===== src/rtl/assert_macros.svh =====
// ----------------------------------------------------------------------------
// Assertion macros
// Shared concurrent assertion forms, clocked on clock, off during reset.
// ----------------------------------------------------------------------------
`ifndef ASSERT_MACROS_SVH
`define ASSERT_MACROS_SVH

// expr must hold at every clock edge out of reset
`define ASSERT_ALWAYS(label, expr, msg) \
   label: assert property (@(posedge clock) disable iff (reset) (expr)) else $error(msg);

// cons must hold in the cycle after ante
`define ASSERT_NEXT(label, ante, cons, msg) \
   label: assert property (@(posedge clock) disable iff (reset) (ante) |=> (cons)) \
      else $error(msg);

`endif


===== src/rtl/lrf_pkg.sv =====
// ----------------------------------------------------------------------------
// lrf_pkg
// Types and constants of the lidar revolution framer.
// ----------------------------------------------------------------------------
package lrf_pkg;

   localparam int ANGLE_W  = 15;
   localparam int COUNT_W  = 13;
   localparam int SPAN_W   = 27;
   localparam int CSR_W    = 27;
   localparam int CSR_AW   = 2;

   // one full turn in 1/64 degree
   localparam logic [ANGLE_W-1:0] TURN_UNITS = 15'd23040;

   localparam int MAX_NODES_DEFAULT = 4096;

   localparam logic [COUNT_W-1:0] MIN_POINTS_RST    = 13'd50;
   localparam logic [SPAN_W-1:0]  MIN_SPAN_RST      = 27'd19200;
   localparam logic [ANGLE_W-1:0] ROLLOVER_HIGH_RST = 15'd20160;
   localparam logic [ANGLE_W-1:0] ROLLOVER_LOW_RST  = 15'd2880;

   typedef enum logic [CSR_AW-1:0] {
      CSR_MIN_POINTS    = 2'd0,
      CSR_MIN_SPAN      = 2'd1,
      CSR_ROLLOVER_HIGH = 2'd2,
      CSR_ROLLOVER_LOW  = 2'd3
   } csr_index_type;

   typedef struct packed {
      logic [COUNT_W-1:0] min_points;
      logic [SPAN_W-1:0]  min_span;
      logic [ANGLE_W-1:0] rollover_high;
      logic [ANGLE_W-1:0] rollover_low;
   } cfg_type;

   typedef struct packed {
      logic               ring_flag;
      logic               packet_first;
      logic [ANGLE_W-1:0] angle;
   } node_type;

   typedef struct packed {
      logic               by_rollover;
      logic               complete;
      logic [SPAN_W-1:0]  swept_span;
      logic [COUNT_W-1:0] node_count;
   } result_type;

endpackage


===== src/rtl/lidar_revolution_framer.sv =====
// ----------------------------------------------------------------------------
// lidar_revolution_framer
// Groups lidar nodes into revolutions and reports one verdict per revolution.
// ----------------------------------------------------------------------------
// Takes one node per clock and, with no stall on the result side, keeps that
// rate indefinitely. A node passes an input register, then combinational
// arithmetic (a modulo-turn subtract, a saturating span add and the threshold
// compares) that updates the revolution state and loads the result register:
// a verdict is offered in the cycle after the core takes the node that closes
// the revolution, and can transfer at the following edge at the earliest.
// A boundary is the first node of a packet that carries the ring flag or
// whose angle rolls over from above rollover_high to below rollover_low;
// nodes past MAX_NODES in a revolution are dropped.
`include "assert_macros.svh"

module lidar_revolution_framer #(
   parameter int MAX_NODES = lrf_pkg::MAX_NODES_DEFAULT
) (
   input  logic                       clock,
   input  logic                       reset,
   // configuration
   input  logic                       csr_we,
   input  logic [lrf_pkg::CSR_AW-1:0] csr_addr,
   input  logic [lrf_pkg::CSR_W-1:0]  csr_wdata,
   // nodes
   input  logic                       req_tvalid,
   output logic                       req_tready,
   input  logic [15:0]                req_tdata,  // [14:0] angle, [15] zero
   input  logic [1:0]                 req_tuser,  // [0] packet_first, [1] ring_flag
   // verdicts
   output logic                       rsp_tvalid,
   input  logic                       rsp_tready,
   output logic [39:0]                rsp_tdata,  // [12:0] node_count, [39:13] swept_span
   output logic [1:0]                 rsp_tuser   // [0] complete, [1] by_rollover
);

   localparam int CNT_W = $clog2(MAX_NODES + 1);

   lrf_pkg::cfg_type    cfg;
   lrf_pkg::node_type   req_node, stage_node;
   lrf_pkg::result_type result;
   logic                stage_valid, stage_ready;
   logic                emit;
   logic [CNT_W-1:0]    held_count;

   assign req_node.angle        = req_tdata[lrf_pkg::ANGLE_W-1:0];
   assign req_node.packet_first = req_tuser[0];
   assign req_node.ring_flag    = req_tuser[1];

   lrf_csr u_csr (
      .clock     (clock),
      .reset     (reset),
      .csr_we    (csr_we),
      .csr_addr  (csr_addr),
      .csr_wdata (csr_wdata),
      .cfg       (cfg)
   );

   lrf_in_stage u_in_stage (
      .clock     (clock),
      .reset     (reset),
      .in_valid  (req_tvalid),
      .in_ready  (req_tready),
      .in_node   (req_node),
      .out_valid (stage_valid),
      .out_ready (stage_ready),
      .out_node  (stage_node)
   );

   lrf_core #(
      .MAX_NODES (MAX_NODES)
   ) u_core (
      .clock        (clock),
      .reset        (reset),
      .cfg          (cfg),
      .node_valid   (stage_valid),
      .node_ready   (stage_ready),
      .node         (stage_node),
      .result_valid (rsp_tvalid),
      .result_ready (rsp_tready),
      .result       (result),
      .emit         (emit),
      .held_count   (held_count)
   );

   assign rsp_tdata = {result.swept_span, result.node_count};
   assign rsp_tuser = {result.by_rollover, result.complete};

   // count never runs past the cap
   `ASSERT_ALWAYS(a_count_capped, held_count <= CNT_W'(MAX_NODES), "held count above cap")
   // a closed revolution restarts with exactly the boundary node
   `ASSERT_NEXT(a_restart_one, emit, held_count == CNT_W'(1), "restart count not one")
   // input side stalls only when both registers are full and the output is blocked
   `ASSERT_ALWAYS(a_stall_cause, req_tready || (stage_valid && rsp_tvalid && !rsp_tready),
      "input stalled without cause")

endmodule


===== src/rtl/lrf_csr.sv =====
// ----------------------------------------------------------------------------
// lrf_csr
// Configuration registers of the revolution framer.
// ----------------------------------------------------------------------------
module lrf_csr (
   input  logic                       clock,
   input  logic                       reset,
   input  logic                       csr_we,
   input  logic [lrf_pkg::CSR_AW-1:0] csr_addr,
   input  logic [lrf_pkg::CSR_W-1:0]  csr_wdata,
   output lrf_pkg::cfg_type           cfg
);

   lrf_pkg::cfg_type cfg_ff, cfg_in;

   always_comb begin
      cfg_in = cfg_ff;
      if (csr_we) begin
         unique case (lrf_pkg::csr_index_type'(csr_addr))
            lrf_pkg::CSR_MIN_POINTS:
               cfg_in.min_points = csr_wdata[lrf_pkg::COUNT_W-1:0];
            lrf_pkg::CSR_MIN_SPAN:
               cfg_in.min_span = csr_wdata[lrf_pkg::SPAN_W-1:0];
            lrf_pkg::CSR_ROLLOVER_HIGH:
               cfg_in.rollover_high = csr_wdata[lrf_pkg::ANGLE_W-1:0];
            lrf_pkg::CSR_ROLLOVER_LOW:
               cfg_in.rollover_low = csr_wdata[lrf_pkg::ANGLE_W-1:0];
            default: cfg_in = cfg_ff;
         endcase
      end
   end

   always_ff @(posedge clock) begin
      if (reset) begin
         cfg_ff.min_points    <= lrf_pkg::MIN_POINTS_RST;
         cfg_ff.min_span      <= lrf_pkg::MIN_SPAN_RST;
         cfg_ff.rollover_high <= lrf_pkg::ROLLOVER_HIGH_RST;
         cfg_ff.rollover_low  <= lrf_pkg::ROLLOVER_LOW_RST;
      end else begin
         cfg_ff <= cfg_in;
      end
   end

   assign cfg = cfg_ff;

endmodule


===== src/rtl/lrf_in_stage.sv =====
// ----------------------------------------------------------------------------
// lrf_in_stage
// Input register: captures one node per transfer, frees as the core takes it.
// ----------------------------------------------------------------------------
module lrf_in_stage (
   input  logic              clock,
   input  logic              reset,
   input  logic              in_valid,
   output logic              in_ready,
   input  lrf_pkg::node_type in_node,
   output logic              out_valid,
   input  logic              out_ready,
   output lrf_pkg::node_type out_node
);

   logic              valid_ff, valid_in;
   lrf_pkg::node_type node_ff, node_in;

   assign in_ready = !valid_ff || out_ready;

   always_comb begin
      valid_in = valid_ff;
      node_in  = node_ff;
      if (in_ready) begin
         valid_in = in_valid;
         if (in_valid) begin
            node_in = in_node;
         end
      end
   end

   always_ff @(posedge clock) begin
      if (reset) begin
         valid_ff <= 1'b0;
      end else begin
         valid_ff <= valid_in;
      end
   end

   always_ff @(posedge clock) begin
      node_ff <= node_in;
   end

   assign out_valid = valid_ff;
   assign out_node  = node_ff;

endmodule


===== src/rtl/lrf_core.sv =====
// ----------------------------------------------------------------------------
// lrf_core
// Revolution state (last angle, count, span), boundary test and result register.
// ----------------------------------------------------------------------------
module lrf_core #(
   parameter int MAX_NODES = lrf_pkg::MAX_NODES_DEFAULT,
   localparam int CNT_W = $clog2(MAX_NODES + 1)
) (
   input  logic                        clock,
   input  logic                        reset,
   input  lrf_pkg::cfg_type            cfg,
   input  logic                        node_valid,
   output logic                        node_ready,
   input  lrf_pkg::node_type           node,
   output logic                        result_valid,
   input  logic                        result_ready,
   output lrf_pkg::result_type         result,
   output logic                        emit,
   output logic [CNT_W-1:0]            held_count
);

   localparam int CMP_W = (CNT_W > lrf_pkg::COUNT_W) ? CNT_W : lrf_pkg::COUNT_W;
   localparam int AW    = lrf_pkg::ANGLE_W;
   localparam int SW    = lrf_pkg::SPAN_W;

   // bring a raw 15-bit angle into 0..TURN_UNITS-1 (value is below two turns)
   function automatic logic [AW-1:0] wrap_angle(input logic [AW-1:0] a);
      return (a >= lrf_pkg::TURN_UNITS) ? a - lrf_pkg::TURN_UNITS : a;
   endfunction

   logic [AW-1:0]    prev_ff, prev_in;
   logic [CNT_W-1:0] count_ff, count_in;
   logic [SW-1:0]    span_ff, span_in;
   logic             rvalid_ff, rvalid_in;
   lrf_pkg::result_type result_ff, result_in;

   logic             take;
   logic             boundary;
   logic             rolled;
   logic [CNT_W-1:0] count_base;
   logic [SW-1:0]    span_base;
   logic [AW-1:0]    a_wrap, b_wrap, delta;
   logic [SW:0]      span_sum;
   logic [CMP_W-1:0] count_ext;

   assign node_ready = !rvalid_ff || result_ready;
   assign take       = node_valid && node_ready;

   assign rolled   = !node.ring_flag && (prev_ff > cfg.rollover_high)
                     && (node.angle < cfg.rollover_low);
   assign boundary = node.packet_first && (count_ff != '0) && (node.ring_flag || rolled);

   assign count_base = boundary ? '0 : count_ff;
   assign span_base  = boundary ? '0 : span_ff;
   assign count_ext  = CMP_W'(count_ff);

   // forward delta modulo one turn
   assign a_wrap = wrap_angle(node.angle);
   assign b_wrap = wrap_angle(prev_ff);
   assign delta  = (a_wrap >= b_wrap) ? a_wrap - b_wrap
                                      : a_wrap + lrf_pkg::TURN_UNITS - b_wrap;
   assign span_sum = {1'b0, span_base} + (SW+1)'(delta);

   always_comb begin
      prev_in  = prev_ff;
      count_in = count_ff;
      span_in  = span_ff;
      if (take) begin
         count_in = count_base;
         span_in  = span_base;
         if (count_base < CNT_W'(MAX_NODES)) begin
            if (count_base != '0) begin
               span_in = span_sum[SW] ? {SW{1'b1}} : span_sum[SW-1:0];
            end
            prev_in  = node.angle;
            count_in = count_base + CNT_W'(1);
         end
      end
   end

   always_comb begin
      rvalid_in = rvalid_ff && !result_ready;
      result_in = result_ff;
      if (take && boundary) begin
         rvalid_in             = 1'b1;
         result_in.node_count  = count_ext[lrf_pkg::COUNT_W-1:0];
         result_in.swept_span  = span_ff;
         result_in.complete    = (count_ext >= CMP_W'(cfg.min_points))
                                 && (span_ff >= cfg.min_span);
         result_in.by_rollover = !node.ring_flag;
      end
   end

   always_ff @(posedge clock) begin
      if (reset) begin
         prev_ff   <= '0;
         count_ff  <= '0;
         span_ff   <= '0;
         rvalid_ff <= 1'b0;
      end else begin
         prev_ff   <= prev_in;
         count_ff  <= count_in;
         span_ff   <= span_in;
         rvalid_ff <= rvalid_in;
      end
   end

   always_ff @(posedge clock) begin
      result_ff <= result_in;
   end

   assign result_valid = rvalid_ff;
   assign result       = result_ff;
   assign emit         = take && boundary;
   assign held_count   = count_ff;

endmodule

===== config.mk =====
export PLATFORM = sky130hd
export DESIGN_NAME = lidar_revolution_framer
export DESIGN_NICKNAME = d
export VERILOG_FILES = /design/src/rtl/lrf_pkg.sv /design/src/rtl/lidar_revolution_framer.sv /design/src/rtl/lrf_csr.sv /design/src/rtl/lrf_in_stage.sv /design/src/rtl/lrf_core.sv
export VERILOG_INCLUDE_DIRS = /design/src /design/src/rtl
export SDC_FILE = /design/constraint.sdc
export NUM_CORES = 1
export LEC_CHECK = 0
export ABC_AREA = 1
export BUFFER_PORTS_ARGS = -buffer_cell sky130_fd_sc_hd__buf_2
export CAP_MARGIN = 20
export CELL_PAD_IN_SITES_DETAIL_PLACEMENT = 0
export CELL_PAD_IN_SITES_GLOBAL_PLACEMENT = 1
export CORE_MARGIN = 2
export CORE_UTILIZATION = 28
export CTS_CLUSTER_SIZE = 12
export DETAILED_ROUTE_END_ITERATION = 8
export GPL_TIMING_DRIVEN = 0
export PLACE_DENSITY_LB_ADDON = 0.1
export SLEW_MARGIN = 20
export SYNTH_ARGS = -nofsm -noshare
export SYNTH_HDL_FRONTEND = slang
export SYNTH_SLANG_ARGS = --single-unit

===== constraint.sdc =====
create_clock -name clock -period 12.4 [get_ports clock]
set_clock_uncertainty 0.15 [all_clocks]
set_input_delay 0 -clock clock [delete_from_list [all_inputs] [get_ports clock]]
set_output_delay 0 -clock clock [all_outputs]
set_load 0.05 [all_outputs]

==> reports/results.ini <==
[worst_setup_path]
path_buf_inv=3
slowest_stage=nor2_1
worstPathMaxFanout=10
cp.required_ns=12.65
critPathCaptureType=register
path_common_cell=nand2_1
cp-start-kind=register
path_class=register to register
path_delay_family=simple AND/OR/NAND/NOR gates
max_stage_delay_ns=0.44
arrival_ns=6.91

[clock_network]
cts.path.max_buffers=2
clock_latency_ns=0.50
cts_buffers=17
post-cts-setup-buffers=0
cts.clk_slew.worst_paths_ns=0.09
ctsResizeCount=0
h-tree-depth=4
cts.hold.buffers_added=54
cts_tree=built
clock-sinks=186
cts_root_buf=clkbuf_16

[detailed_routing]
drc=0
ant_nets=0
wl_um=38500
vias=10217
first_pass_iters=4
vias_per_cell=4.66
drt-initial-drc-count=517
routedWlPerCell_um=17.6

[grt]
grt_pass1_wl_um=59600
grt_max_degree=28
grt_overflow_total=0
grt_pass1_vias=10129
grtUsageTotal_pct=18.3
antenna_found_initial=0

[timing]
setup_viol=0
min_period_ns=6.66
worst_pin_slew_ns=0.985
drv_slew=0
tns_ns=0
max_slew_margin_pct=34.3
max_freq_mhz=150
hold_slack_ns=0.0341
period_share_pct=53.7
rsz0062_at_grt=no
finalHoldViolCount=0

[floorplanning]
num_rows=75
start_util_pct=28.2
die_x_um=209
die_h_um=209
dieArea_um2=43600
core_um2=41700
ioPinCount=96

[synthesis]
synth_edf_count=59
yosysWarnings=0
synth_ff_type=dfxtp_1
synth_fp_nets=1656
ys_seq_elements=186
syn_area_um2=11700
syn_area_per_cell_um2=7.98
synthCells=1472
ys_types=50
synthArstFlopShare_pct=0
seq_area_frac_synth_pct=36.7

[final_layout]
final_nets=1824
drive_gt1_share_pct=11.5
antenna_cells=0
syn_to_final_growth_pct=19.5
final_util_pct=33.7
fillCellCount=4513

[run_status]
status=completed

[placed_design]
dp.final_hpwl_um=30300
port_buffers=94
place.gp.congestion=0.799

[pwr]
vdd_drop_max_v=0.0000936
p_leak_nw=6.23
total_power_w=0.00170
power.density_nw_per_um2=121

[hold_path]
hp-class=input pin to register

[job]
maxCapViolCount=0

==> logic make-up after synthesis <==
family	share of synthesized area [%]
AO/OA/AOI/OAI	16.0
XOR/XNOR	2.98
adder cells (fa/ha/maj)	14.9
buffers and inverters	9.60
flip-flops	36.7
multiplexers	0.512
AND/OR/NAND/NOR	19.2
==> stage by stage <==
stage	setup slack, ns	instance area, µm²	instances
floorplan	7.37	11700	1472
global placement	5.63	12900	2105
detailed placement	5.72	12900	2106
CTS	5.66	14000	2192
global route	4.75	14000	2192
finish	5.74	14000	2192
==> Yosys cell counts (3+ instances only) <==
cell type  instances  area, µm²
nand2_1          241        905
inv_1            239        897
a21oi_1          160        801
o21ai_0          131        656
dfxtp_1          127       2540
ha_1             119       1490
nor2_1            83        312
nand3_1           68        340
edfxtp_1          59       1770
clkbuf_1          26       97.6
xor2_1            22        193
nand4_1           19        119
xnor2_1           18        158
o211ai_1          17        128
nand3_2           14        140
nor4_1            14       87.6
fa_1              13        260
a21oi_2           12        105
nor3_1            12       60.1
a31oi_1            8       50.1
mux2i_1            6       60.1
nand2_2            6       37.5
nor2_4             6       67.6
buf_2              5       25.0
buf_4              4       30.0
nand3b_1           4       30.0
o21bai_1           4       30.0
a21o_1             3       22.5
buf_6              3       33.8
==> layout make-up <==
class                      count  area, µm²  share of cell area, %
multi-input combinational   1002       6300                   44.9
sequential                   186       4310                   30.7
timing repair buffer         149       1030                   7.35
inverter                     244        917                   6.53
tap                          539        674                   4.80
clock buffer                  18        429                   3.06
buffer                        40        210                   1.50
clock inverter                14        160                   1.14
==> sequential cells by signal, indices dropped and copies added (netlist names) <==
signal	count
u_core.held_count	13
u_core.prev_ff	15
u_core.result	42
u_core.result_valid	1
u_core.span_ff	27
u_csr.cfg	70
u_in_stage.out_node	17
u_in_stage.out_valid	1
==> where the power goes <==
group / switching, W / internal [W] / total (W) / leakage (nW)
clock network: 0.000292 / 0.000269 / 0.000561 / 0.286
registers: 0.0000265 / 0.000653 / 0.000680 / 1.62
logic: 0.000289 / 0.000171 / 0.000460 / 4.32
total: 0.000607 / 0.00109 / 0.00170 / 6.23
==> worst paths after layout <==
path,startpoint,to,slack [ns],depth (start not counted)
max,u_core.prev_ff[4],u_core.span_ff[21],5.74,29
min,reset,u_csr.cfg[20],0.03,5
max reg2reg,u_core.prev_ff[4],u_core.span_ff[21],5.74,29
min reg2reg,u_csr.cfg[5],u_csr.cfg[5],0.32,2
==> metal layers <==
layer  vias up  wire length, µm  track usage (%)  part of all wire (%)
met5         -                0                0                     0
met4         0              784             5.94                   2.0
met3        34             1020             3.16                   2.6
met2       143            18500             31.0                    48
met1      4765            18200             23.5                    47
li1       5275                -                -                     -
==> layout by cell type, fill, tap and decap left out, types with 4 or more instances in the layout <==
cell,count
o211ai_1,17
nand2_2,6
clkbuf_1,27
nor4_1,14
inv_1,238
buf_4,4
a31oi_1,8
buf_2,99
edfxtp_1,59
o21bai_1,4
nand3b_1,4
nor3_1,12
nand2_1,241
clkinv_4,5
mux2i_1,6
fa_1,13
o21ai_0,131
nor2_4,6
xor2_1,22
a21oi_2,12
xnor2_1,18
nand3_2,14
dfxtp_1,127
clkbuf_16,17
dlygate4sd3_1,54
clkinv_8,4
a21oi_1,160
nand3_1,68
nor2_1,83
ha_1,119
nand4_1,19
==> tightest hold or removal path: cells and delay by family <==
kind                   cells  cell delay, ns
buffers and inverters      3            0.48
AO/OA/AOI/OAI              2            0.16
Power figures use the tool's default switching activity.
